## src/hdl/ifd_pkg.sv

```systemverilog
`timescale 1ns / 1ps

package ifd_pkg;

  // Fixed field widths
  localparam int PIX_W  = 24;
  localparam int MODE_W = 2;
  localparam int THR_W  = 7;
  localparam int MAX_W  = 24;
  localparam int LW_W   = 12;
  localparam int CNT_W  = 25;
  localparam int IDX_W  = 2;
  localparam int CFG_W  = 24;

  // Vertical step mark, two's complement coded
  typedef enum logic [1:0] {
    MARK_ZERO = 2'b00,
    MARK_UP   = 2'b01,
    MARK_DOWN = 2'b11
  } mark_e;

  // Pixel modes
  localparam logic [MODE_W-1:0] MODE_LUMA = 2'd0;
  localparam logic [MODE_W-1:0] MODE_565  = 2'd1;
  localparam logic [MODE_W-1:0] MODE_RGB  = 2'd2;

  // Register indexes
  localparam logic [IDX_W-1:0] REG_MODE  = 2'd0;
  localparam logic [IDX_W-1:0] REG_THR   = 2'd1;
  localparam logic [IDX_W-1:0] REG_MAX   = 2'd2;
  localparam logic [IDX_W-1:0] REG_WIDTH = 2'd3;

  typedef struct packed {
    logic [MODE_W-1:0] mode;
    logic [THR_W-1:0]  thr;
  } mark_cfg_t;

  // One line-store entry: pixel above, mark one row up, mark two rows up
  typedef struct packed {
    logic [PIX_W-1:0] pix;
    mark_e            m1;
    mark_e            m2;
  } line_t;

endpackage

```

## src/hdl/ifd_mark.sv

```systemverilog
`timescale 1ns / 1ps

module ifd_mark
  import ifd_pkg::*;
(
  input  mark_cfg_t        cfg_i,
  input  logic [PIX_W-1:0] cur_i,
  input  logic [PIX_W-1:0] prv_i,
  output mark_e            mark_o
);

  logic [7:0] cur_c [3];
  logic [7:0] prv_c [3];
  logic [2:0] en;
  logic [2:0] up;
  logic [2:0] down;

  // Split into components per mode
  always_comb begin
    cur_c[0] = cur_i[7:0];
    prv_c[0] = prv_i[7:0];
    cur_c[1] = cur_i[15:8];
    prv_c[1] = prv_i[15:8];
    cur_c[2] = cur_i[23:16];
    prv_c[2] = prv_i[23:16];
    en       = 3'b111;
    case (cfg_i.mode)
      MODE_LUMA: begin
        en = 3'b001;
      end
      MODE_565: begin
        cur_c[0] = {3'b000, cur_i[4:0]};
        prv_c[0] = {3'b000, prv_i[4:0]};
        cur_c[1] = {2'b00, cur_i[10:5]};
        prv_c[1] = {2'b00, prv_i[10:5]};
        cur_c[2] = {3'b000, cur_i[15:11]};
        prv_c[2] = {3'b000, prv_i[15:11]};
      end
      default: begin
        en = 3'b111;
      end
    endcase
  end

  always_comb begin
    for (int i = 0; i < 3; i++) begin
      up[i]   = en[i] && ({1'b0, cur_c[i]} > ({1'b0, prv_c[i]} + {2'b00, cfg_i.thr}));
      down[i] = en[i] && ({1'b0, prv_c[i]} > ({1'b0, cur_c[i]} + {2'b00, cfg_i.thr}));
    end
  end

  // A rise anywhere wins over a fall
  always_comb begin
    if (|up) begin
      mark_o = MARK_UP;
    end else if (|down) begin
      mark_o = MARK_DOWN;
    end else begin
      mark_o = MARK_ZERO;
    end
  end

endmodule

```

## config.mk

```make
export PLATFORM = sky130hd
export DESIGN_NAME = ifd_mark
export DESIGN_NICKNAME = d
export VERILOG_FILES = /design/src/hdl/ifd_pkg.sv /design/src/hdl/ifd_mark.sv
export SDC_FILE = /design/constraint.sdc
export NUM_CORES = 1
export LEC_CHECK = 0
export BUFFER_PORTS_ARGS = -buffer_cell sky130_fd_sc_hd__buf_2
export CORE_MARGIN = 2
export CORE_UTILIZATION = 52
export DETAILED_ROUTE_END_ITERATION = 10
export MAX_ROUTING_LAYER = met4
export PLACE_DENSITY = 0.83
export SYNTH_ARGS = -nofsm -noshare
export SYNTH_HDL_FRONTEND = slang
export SYNTH_SLANG_ARGS = --single-unit
export TNS_END_PERCENT = 50
```

## constraint.sdc

```tcl
create_clock -name vclk -period 5.7
set_clock_uncertainty 0.2 [all_clocks]
set_input_delay 1.14 -clock vclk [all_inputs]
set_output_delay 1.14 -clock vclk [all_outputs]
set_load 0.01 [all_outputs]
```

==> results_tabular.tex, run 1 <==
\begin{tabular}{lr}
\hline
Metric & Value \\
\hline
\multicolumn{2}{l}{\textbf{Worst setup path}} \\
\quad Critical path class & in -> out \\
\quad Slowest cell on the critical path & sky130\_fd\_sc\_hd\_\_mux2\_4 \\
\quad Most used cell along the critical path & sky130\_fd\_sc\_hd\_\_buf\_2 \\
\quad Cell breakdown of the critical path & buf\_2, nand2b\_4, buf\_12, mux2\_4, ha\_4, a21o\_1, a21oi\_2, nor2b\_1, o21a\_1, o41ai\_2, xor2\_1, ha\_1, and3\_4, a211oi\_2, a31oi\_2, a32oi\_2, and3\_1, o211ai\_2, buf\_2 \\
\quad Longest individual stage delay on the worst path & 320 ps \\
\quad Element type at the critical path start & input port \\
\quad Top fanout value on the critical path & 10 \\
\quad Type of destination of the critical path & primary output \\
\quad Critical path arrival & between 4000 and 5000 ps \\
\quad Crit path required time & 4360 ps \\
\multicolumn{2}{l}{\textbf{Power and ir drop}} \\
\quad Peak VDD IR & $\sim$0.00011 V \\
\quad Total power of the final layout & 0.000639 W \\
\quad Switching share of total power & 0.490 \\
\quad Power Internal & 0.000326 W \\
\quad Ratio of total power to cell area & 152 nW/um\^{}2 \\
\quad Net load switching power & 0.000313 W \\
\quad Comb pwr share & 1.000 \\
\quad Fraction of power consumed by the clock network & 0 \\
\quad Share of power burned in registers & 0 \\
\quad Total leakage power & 2.21 nW \\
\multicolumn{2}{l}{\textbf{Floorplan}} \\
\quad Die area & 6720 sq um \\
\quad Core area & 5890 sq um \\
\quad Die Width & 82.0 um \\
\quad Top-Level Pins & between 50 and 60 \\
\quad Initial core utilization & 0.537 \\
\quad Number of placement rows & 28 \\
\quad Vertical die dimension & 82.0 um \\
\multicolumn{2}{l}{\textbf{STA}} \\
\quad Count of endpoints failing hold in the final timing report & 0 \\
\quad Timing-limited maximum frequency & between 150 and 200 MHz \\
\quad Final setup violation count & 2 \\
\quad Worst Tran Pin Value & 743 ps \\
\quad Minimum clock period after layout & roughly 6000 ps \\
\quad Setup repair after global routing missed its margin & yes \\
\quad Max Transition Viols Final & 0 \\
\quad Fraction of the cycle the final worst path needs & 1.06 \\
\quad Post-layout worst setup margin & -321 ps \\
\quad Tightest slew margin relative to the limit & 0.499 \\
\multicolumn{2}{l}{\textbf{Global route}} \\
\quad First-pass GRT wire length & 15300 um \\
\quad Aggregate global routing overflow & 0 \\
\quad Antenna violations before repair & 0 \\
\quad Via count of the first global-routing pass & approximately 3400 \\
\quad Maximum number of pins on one net before global-route repair & 19 \\
\quad Global-route usage over all layers & 0.299 \\
\multicolumn{2}{l}{\textbf{Route}} \\
\quad Per-cell via count in the routed design & about 5.9 \\
\quad Post-detailed-route DRC marker count & 0 \\
\quad Count of nets left with antenna violations after detail routing & 0 \\
\quad Post-detailed-routing wire length & 9830 um \\
\quad Routed via count & 3368 \\
\quad 1st-iter DRT viols & around 180 \\
\quad WL per Instance & between 15 and 20 um \\
\quad Drt pass-1 iters & 4 \\
\multicolumn{2}{l}{\textbf{Final layout}} \\
\quad Reg area & 0 sq um \\
\quad Area delta synth->final & 33.4\% \\
\quad Antenna cell count & 0 \\
\quad NumNets Final & 656 \\
\quad Count of clock buffers in the final design & 0 \\
\quad Fill cell count & 447 \\
\quad Multi-input combinational cell area & 3230 sq um \\
\quad Share of the core filled with cells in the final layout & 0.717 \\
\quad Proportion of layout cells with a drive suffix above 1 & 0.360 \\
\quad Highest-count cells in the layout ignoring fill and taps & sky130\_fd\_sc\_hd\_\_ha\_1, sky130\_fd\_sc\_hd\_\_buf\_4, sky130\_fd\_sc\_hd\_\_buf\_2, sky130\_fd\_sc\_hd\_\_inv\_1, sky130\_fd\_sc\_hd\_\_xor2\_1 \\
\quad Non-filler instance count after layout & 572 \\
\quad Count of flip-flops and latches & 0 \\
\quad Leading cell type in the layout, fill and taps excluded & sky130\_fd\_sc\_hd\_\_ha\_1 \\
\multicolumn{2}{l}{\textbf{Logic synthesis}} \\
\quad Count of warnings emitted by yosys & 0 \\
\quad Mean cell area of the mapped netlist & 8.36 sq um \\
\quad Post-synth cell types & 46 \\
\quad Fraction of the yosys area taken by sequential cells & 0 \\
\quad Total nets after synthesis & 535 \\
\quad Synthesized instance count & 378 \\
\quad Mapped cell area & 3160 sq um \\
\quad Area leader, netlist & sky130\_fd\_sc\_hd\_\_ha\_1 \\
\quad Dominant cells by area after synthesis & sky130\_fd\_sc\_hd\_\_ha\_1, sky130\_fd\_sc\_hd\_\_mux2\_2, sky130\_fd\_sc\_hd\_\_xor2\_1 \\
\quad Area share of the largest cell type after synthesis & 0.372 \\
\multicolumn{2}{l}{\textbf{Place}} \\
\quad Count of input and output buffers & 59 \\
\quad Total instance count after detailed placement & 561 \\
\quad DPL Wire Length & just over 8000 um \\
\quad Placer's final routability congestion estimate & just over 1 \\
\multicolumn{2}{l}{\textbf{Min path}} \\
\quad Type of the most critical hold path & in -> out \\
\multicolumn{2}{l}{\textbf{Run status}} \\
\quad Status & complete, but fails checks \\
\quad Violations in the final reports & setup timing \\
\multicolumn{2}{l}{\textbf{Run}} \\
\quad Count of maximum capacitance violations & 0 \\
\hline
\end{tabular}
[timing repair]
item | CTS | global route
pin swaps | 13 | 18
gates resized for setup | 21 | 10
buffers inserted | 8 | 3
hold buffers | 0 | 0
hold endpoints to repair | 0 | 0
setup endpoints to repair | 2 | 2
[through the flow]
stage	worst slack, ps	area [sq um]	TNS, ps	hold WS, ps
final	-321	4220	-621	2530
after global routing	-494	4220	-961	2570
after CTS	-247	4140	-493	2520
after detailed placement	-453	3960	-884	2520
after global placement	-381	3960	-728	2510
after floorplan	4.10	3180	0	2300
[cell usage after synthesis (2+ instances only)]
library cell               instances
sky130_fd_sc_hd__a31oi_1           3
sky130_fd_sc_hd__fa_1              6
sky130_fd_sc_hd__inv_1            25
sky130_fd_sc_hd__a211o_1           5
sky130_fd_sc_hd__and2_1           14
sky130_fd_sc_hd__o21a_1           10
sky130_fd_sc_hd__xnor2_1          10
sky130_fd_sc_hd__nand4_1           5
sky130_fd_sc_hd__o21ai_0          11
sky130_fd_sc_hd__nor3_1            7
sky130_fd_sc_hd__buf_2             3
sky130_fd_sc_hd__a21oi_1          25
sky130_fd_sc_hd__and4_1            2
sky130_fd_sc_hd__a211oi_1          5
sky130_fd_sc_hd__mux2_2           22
sky130_fd_sc_hd__ha_1             94
sky130_fd_sc_hd__o41ai_2           2
sky130_fd_sc_hd__nand3_1           7
sky130_fd_sc_hd__xor2_1           24
sky130_fd_sc_hd__and3_1            7
sky130_fd_sc_hd__nor2b_1          12
sky130_fd_sc_hd__o211ai_1          4
sky130_fd_sc_hd__a21o_1           21
sky130_fd_sc_hd__nand2b_1          3
sky130_fd_sc_hd__a32oi_1           2
sky130_fd_sc_hd__nand2_1          10
sky130_fd_sc_hd__nor2_1           20
[critical path, delay by kind of cell]
family                     cells  cell delay [ps]
AOI/OAI and AO/OA              8             1520
adders and majority gates      2              480
and+or+nand+nor                4              600
muxes                          1              320
buffers and inverters          3              430
xor gates and xnor gates       1              200
[layer usage]
layer	share of wire	track usage	up-vias	wire length (um)
met5	0	-	-	0
met4	0.022	0.0817	0	216
met3	0.056	0.0154	21	554
met2	0.49	0.529	131	4810
met1	0.43	0.369	1562	4250
li1	-	-	1654	-
[final cells by class]
type,count,share of cell area
multi-input cells,349,0.765
well taps,75,0.0222
repair buffers,123,0.191
inverters,25,0.0222
[power by group through the flow]
stage / sequential, W / combinational (W) / clock [W]
3_3_place_gp: 0 / 0.000543 / 0
3_5_place_dp: 0 / 0.000573 / 0
6_report: 0 / 0.000639 / 0
2_1_floorplan: 0 / 0.000374 / 0
4_1_cts: 0 / 0.000612 / 0
5_1_grt: 0 / 0.000705 / 0
[worst paths after layout]
path | slack [ps] | cells after the start | end | start
max | -320 | 19 | mark_o[0] | cfg_i[8]
min | 2530 | 4 | mark_o[0] | cfg_i[8]
[cell families (layout without fill, tap and decap cells)]
group                      Yosys count  count (layout)  share of synthesized area
muxes                               22              22                     0.0784
adders and majority gates          100             100                      0.410
xor gates and xnor gates            34              34                     0.0942
buffers and inverters               29             148                     0.0356
AOI/OAI and AO/OA                  103             103                      0.231
and+or+nand+nor                     90              90                      0.151
Power figures use the tool's default switching activity.
==> run 2: changes to the inputs <==
PLACE_DENSITY = 0.8   (was 0.83)
clock period = 6.6 ns   (was 5.7 ns; I/O delays follow)
==> results_tabular.tex, run 2 (synthesis results as in run 1) <==
\begin{tabular}{lr}
\hline
Metric & Value \\
\hline
\multicolumn{2}{l}{\textbf{STA}} \\
\quad Post-layout worst setup margin & 46.8 ps (+368 ps) \\
\quad Tightest slew margin relative to the limit & 0.446 (-0.0526) \\
\quad Fraction of the cycle the final worst path needs & 0.993 \\
\quad Final-layout setup total negative slack & 0 ps (+621 ps) \\
\quad Minimum clock period after layout & 6550 ps \\
\quad Max Transition Viols Final & 0 (unchanged) \\
\quad Timing-limited maximum frequency & 153 MHz \\
\quad Worst Tran Pin Value & 821 ps (+77.9 ps) \\
\quad Count of endpoints failing hold in the final timing report & 0 (unchanged) \\
\quad Final setup violation count & 0 (-2) \\
\multicolumn{2}{l}{\textbf{Route}} \\
\quad Post-detailed-routing wire length & 9040 um (-8.0\%) \\
\quad Drt pass-1 iters & 5 (+1) \\
\quad 1st-iter DRT viols & 159 (-13\%) \\
\quad Per-cell via count in the routed design & 6.10 (+3.7\%) \\
\quad Count of nets left with antenna violations after detail routing & 0 (unchanged) \\
\quad WL per Instance & 17.6 um (+2.6\%) \\
\quad Post-detailed-route DRC marker count & 0 (unchanged) \\
\quad Routed via count & 3131 (-7.0\%) \\
\multicolumn{2}{l}{\textbf{Final layout}} \\
\quad Proportion of layout cells with a drive suffix above 1 & 0.237 (-0.123) \\
\quad Share of the core filled with cells in the final layout & 0.626 (-0.0906) \\
\quad Count of flip-flops and latches & 0 (unchanged) \\
\quad Fill cell count & 532 (+19\%) \\
\quad Final instance area & 3690 sq um (-13\%) \\
\quad Antenna cell count & 0 (unchanged) \\
\quad Reg area & 0 sq um (unchanged) \\
\quad NumNets Final & 597 (-9.0\%) \\
\quad Non-filler instance count after layout & 513 (-10\%) \\
\quad Area delta synth->final & 16.6\% \\
\quad Leading cell type in the layout, fill and taps excluded & sky130\_fd\_sc\_hd\_\_ha\_1 \\
\quad Highest-count cells in the layout ignoring fill and taps & sky130\_fd\_sc\_hd\_\_ha\_1, sky130\_fd\_sc\_hd\_\_buf\_2, sky130\_fd\_sc\_hd\_\_inv\_1, sky130\_fd\_sc\_hd\_\_a21oi\_1, sky130\_fd\_sc\_hd\_\_xor2\_1 \\
\quad Count of clock buffers in the final design & 0 (unchanged) \\
\multicolumn{2}{l}{\textbf{Power and ir drop}} \\
\quad Peak VDD IR & 0.0000797 V (-27\%) \\
\quad Fraction of power consumed by the clock network & 0 (unchanged) \\
\quad Switching share of total power & 0.529 (+0.0393) \\
\quad Ratio of total power to cell area & 130 nW/um\^{}2 (-14\%) \\
\quad Net load switching power & 0.000253 W (-19\%) \\
\quad Power Internal & 0.000225 W (-31\%) \\
\quad Share of power burned in registers & 0 (unchanged) \\
\quad Comb pwr share & 1.000 (about the same) \\
\quad Total leakage power & 1.93 nW (-13\%) \\
\multicolumn{2}{l}{\textbf{Worst setup path}} \\
\quad Top cell family by delay on the critical path & compound AO/OA/AOI/OAI gates \\
\quad Critical path class & in -> out \\
\quad Element type at the critical path start & input port \\
\quad Longest individual stage delay on the worst path & 360 ps (+40 ps) \\
\quad Cell breakdown of the critical path & buf\_2, nand2b\_4, buf\_12, mux2\_4, ha\_1, a21o\_1, a21o\_1, a21oi\_1, nor2b\_1, o41ai\_2, xor2\_1, ha\_1, buf\_4, a211oi\_4, a211oi\_2, a32oi\_2, and3\_1, o211ai\_2, buf\_2 \\
\quad Slowest cell on the critical path & sky130\_fd\_sc\_hd\_\_o41ai\_2 \\
\quad Type of destination of the critical path & primary output \\
\quad Buf/Inv on CP & 4 (+1) \\
\quad Top fanout value on the critical path & 11 (+1) \\
\quad Crit path required time & 5080 ps (+720 ps) \\
\quad Critical path arrival & 5030 ps (+350 ps) \\
\multicolumn{2}{l}{\textbf{Clocking}} \\
\quad Hold-fix buffer count after cts & 0 (unchanged) \\
\multicolumn{2}{l}{\textbf{Place}} \\
\quad DPL Wire Length & 7590 um (-8.8\%) \\
\quad Count of input and output buffers & 59 (unchanged) \\
\quad Post-Place Worst Slack & 68.7 ps (+522 ps) \\
\quad Total instance count after detailed placement & 510 (-9.1\%) \\
\quad Placer's final routability congestion estimate & 0.983 (-5.2\%) \\
\quad Placed Instance Area & 3560 sq um (-10\%) \\
\multicolumn{2}{l}{\textbf{Global route}} \\
\quad Via count of the first global-routing pass & 2926 (-14\%) \\
\quad Maximum number of pins on one net before global-route repair & 22 (+3) \\
\quad Global-route usage over all layers & 0.266 (-0.0334) \\
\quad Antenna violations before repair & 0 (unchanged) \\
\quad Aggregate global routing overflow & 0 (unchanged) \\
\quad First-pass GRT wire length & 13600 um (-11\%) \\
\multicolumn{2}{l}{\textbf{Floorplan}} \\
\quad Initial core utilization & 0.537 (unchanged) \\
\quad Die area & 6720 sq um (unchanged) \\
\quad Die Width & 82.0 um (unchanged) \\
\quad Top-Level Pins & 59 (unchanged) \\
\quad Vertical die dimension & 82.0 um (unchanged) \\
\quad Number of placement rows & 28 (unchanged) \\
\quad Core area & 5890 sq um (unchanged) \\
\multicolumn{2}{l}{\textbf{Run status}} \\
\quad Status & complete, no violations \\
\multicolumn{2}{l}{\textbf{Run}} \\
\quad Count of maximum capacitance violations & 0 (unchanged) \\
\multicolumn{2}{l}{\textbf{Min path}} \\
\quad Type of the most critical hold path & in -> out \\
\hline
\end{tabular}
-- run 2: worst min-delay path, delay by kind of cell --
| kind | cells | cell delay, ps |
|---|---|---|
| compound gates | 1 | 210 |
| buf+inv | 2 | 230 |
| simple gates | 1 | 80 |
-- run 2: power by group through the flow --
stage                     sequential (W)  clock [W]  combinational, W
after CTS                              0          0          0.000437
after global placement                 0          0          0.000417
final                                  0          0          0.000478
after floorplan                        0          0          0.000321
after global routing                   0          0          0.000528
after detailed placement               0          0          0.000434
-- run 2: what timing repair did --
item                                    in CTS  in global routing
endpoints found under the setup margin       0                  2
endpoints found under the hold margin        0                  0
gates resized for setup                      0                 17
buffers inserted                             0                  2
-- run 2: worst paths after layout --
check / cells after the start / slack (ps) / to / from
worst max-delay path: 19 / 50 / mark_o[0] / cfg_i[8]
worst min-delay path: 4 / 2950 / mark_o[0] / cfg_i[8]
-- run 2: cell type report --
type / count / area (sq um) / share of cell area
inverter: 25 / 93.8 / 0.0255
multi-input combinational: 349 / 3130 / 0.849
tap: 75 / 93.8 / 0.0255
timing repair buffer: 64 / 370 / 0.100
-- run 2: per-stage QoR --
| step | total power [W] | hold WS (ps) |
|---|---|---|
| 6_report | 0.000478 | 2950 |
| 5_1_grt | 0.000528 | 2970 |
| 4_1_cts | 0.000437 | 2900 |
| 3_5_place_dp | 0.000434 | 2900 |
| 3_3_place_gp | 0.000417 | 2890 |
| 2_1_floorplan | 0.000321 | 2660 |
-- run 2: layer usage --
layer / vias to the layer above / track usage / share of wire
met3: 31 / 0.00330 / 0.051
li1: 1538 / - / -
met2: 119 / 0.451 / 0.45
met5: - / - / 0
met1: 1443 / 0.353 / 0.46
met4: 0 / 0.0617 / 0.037
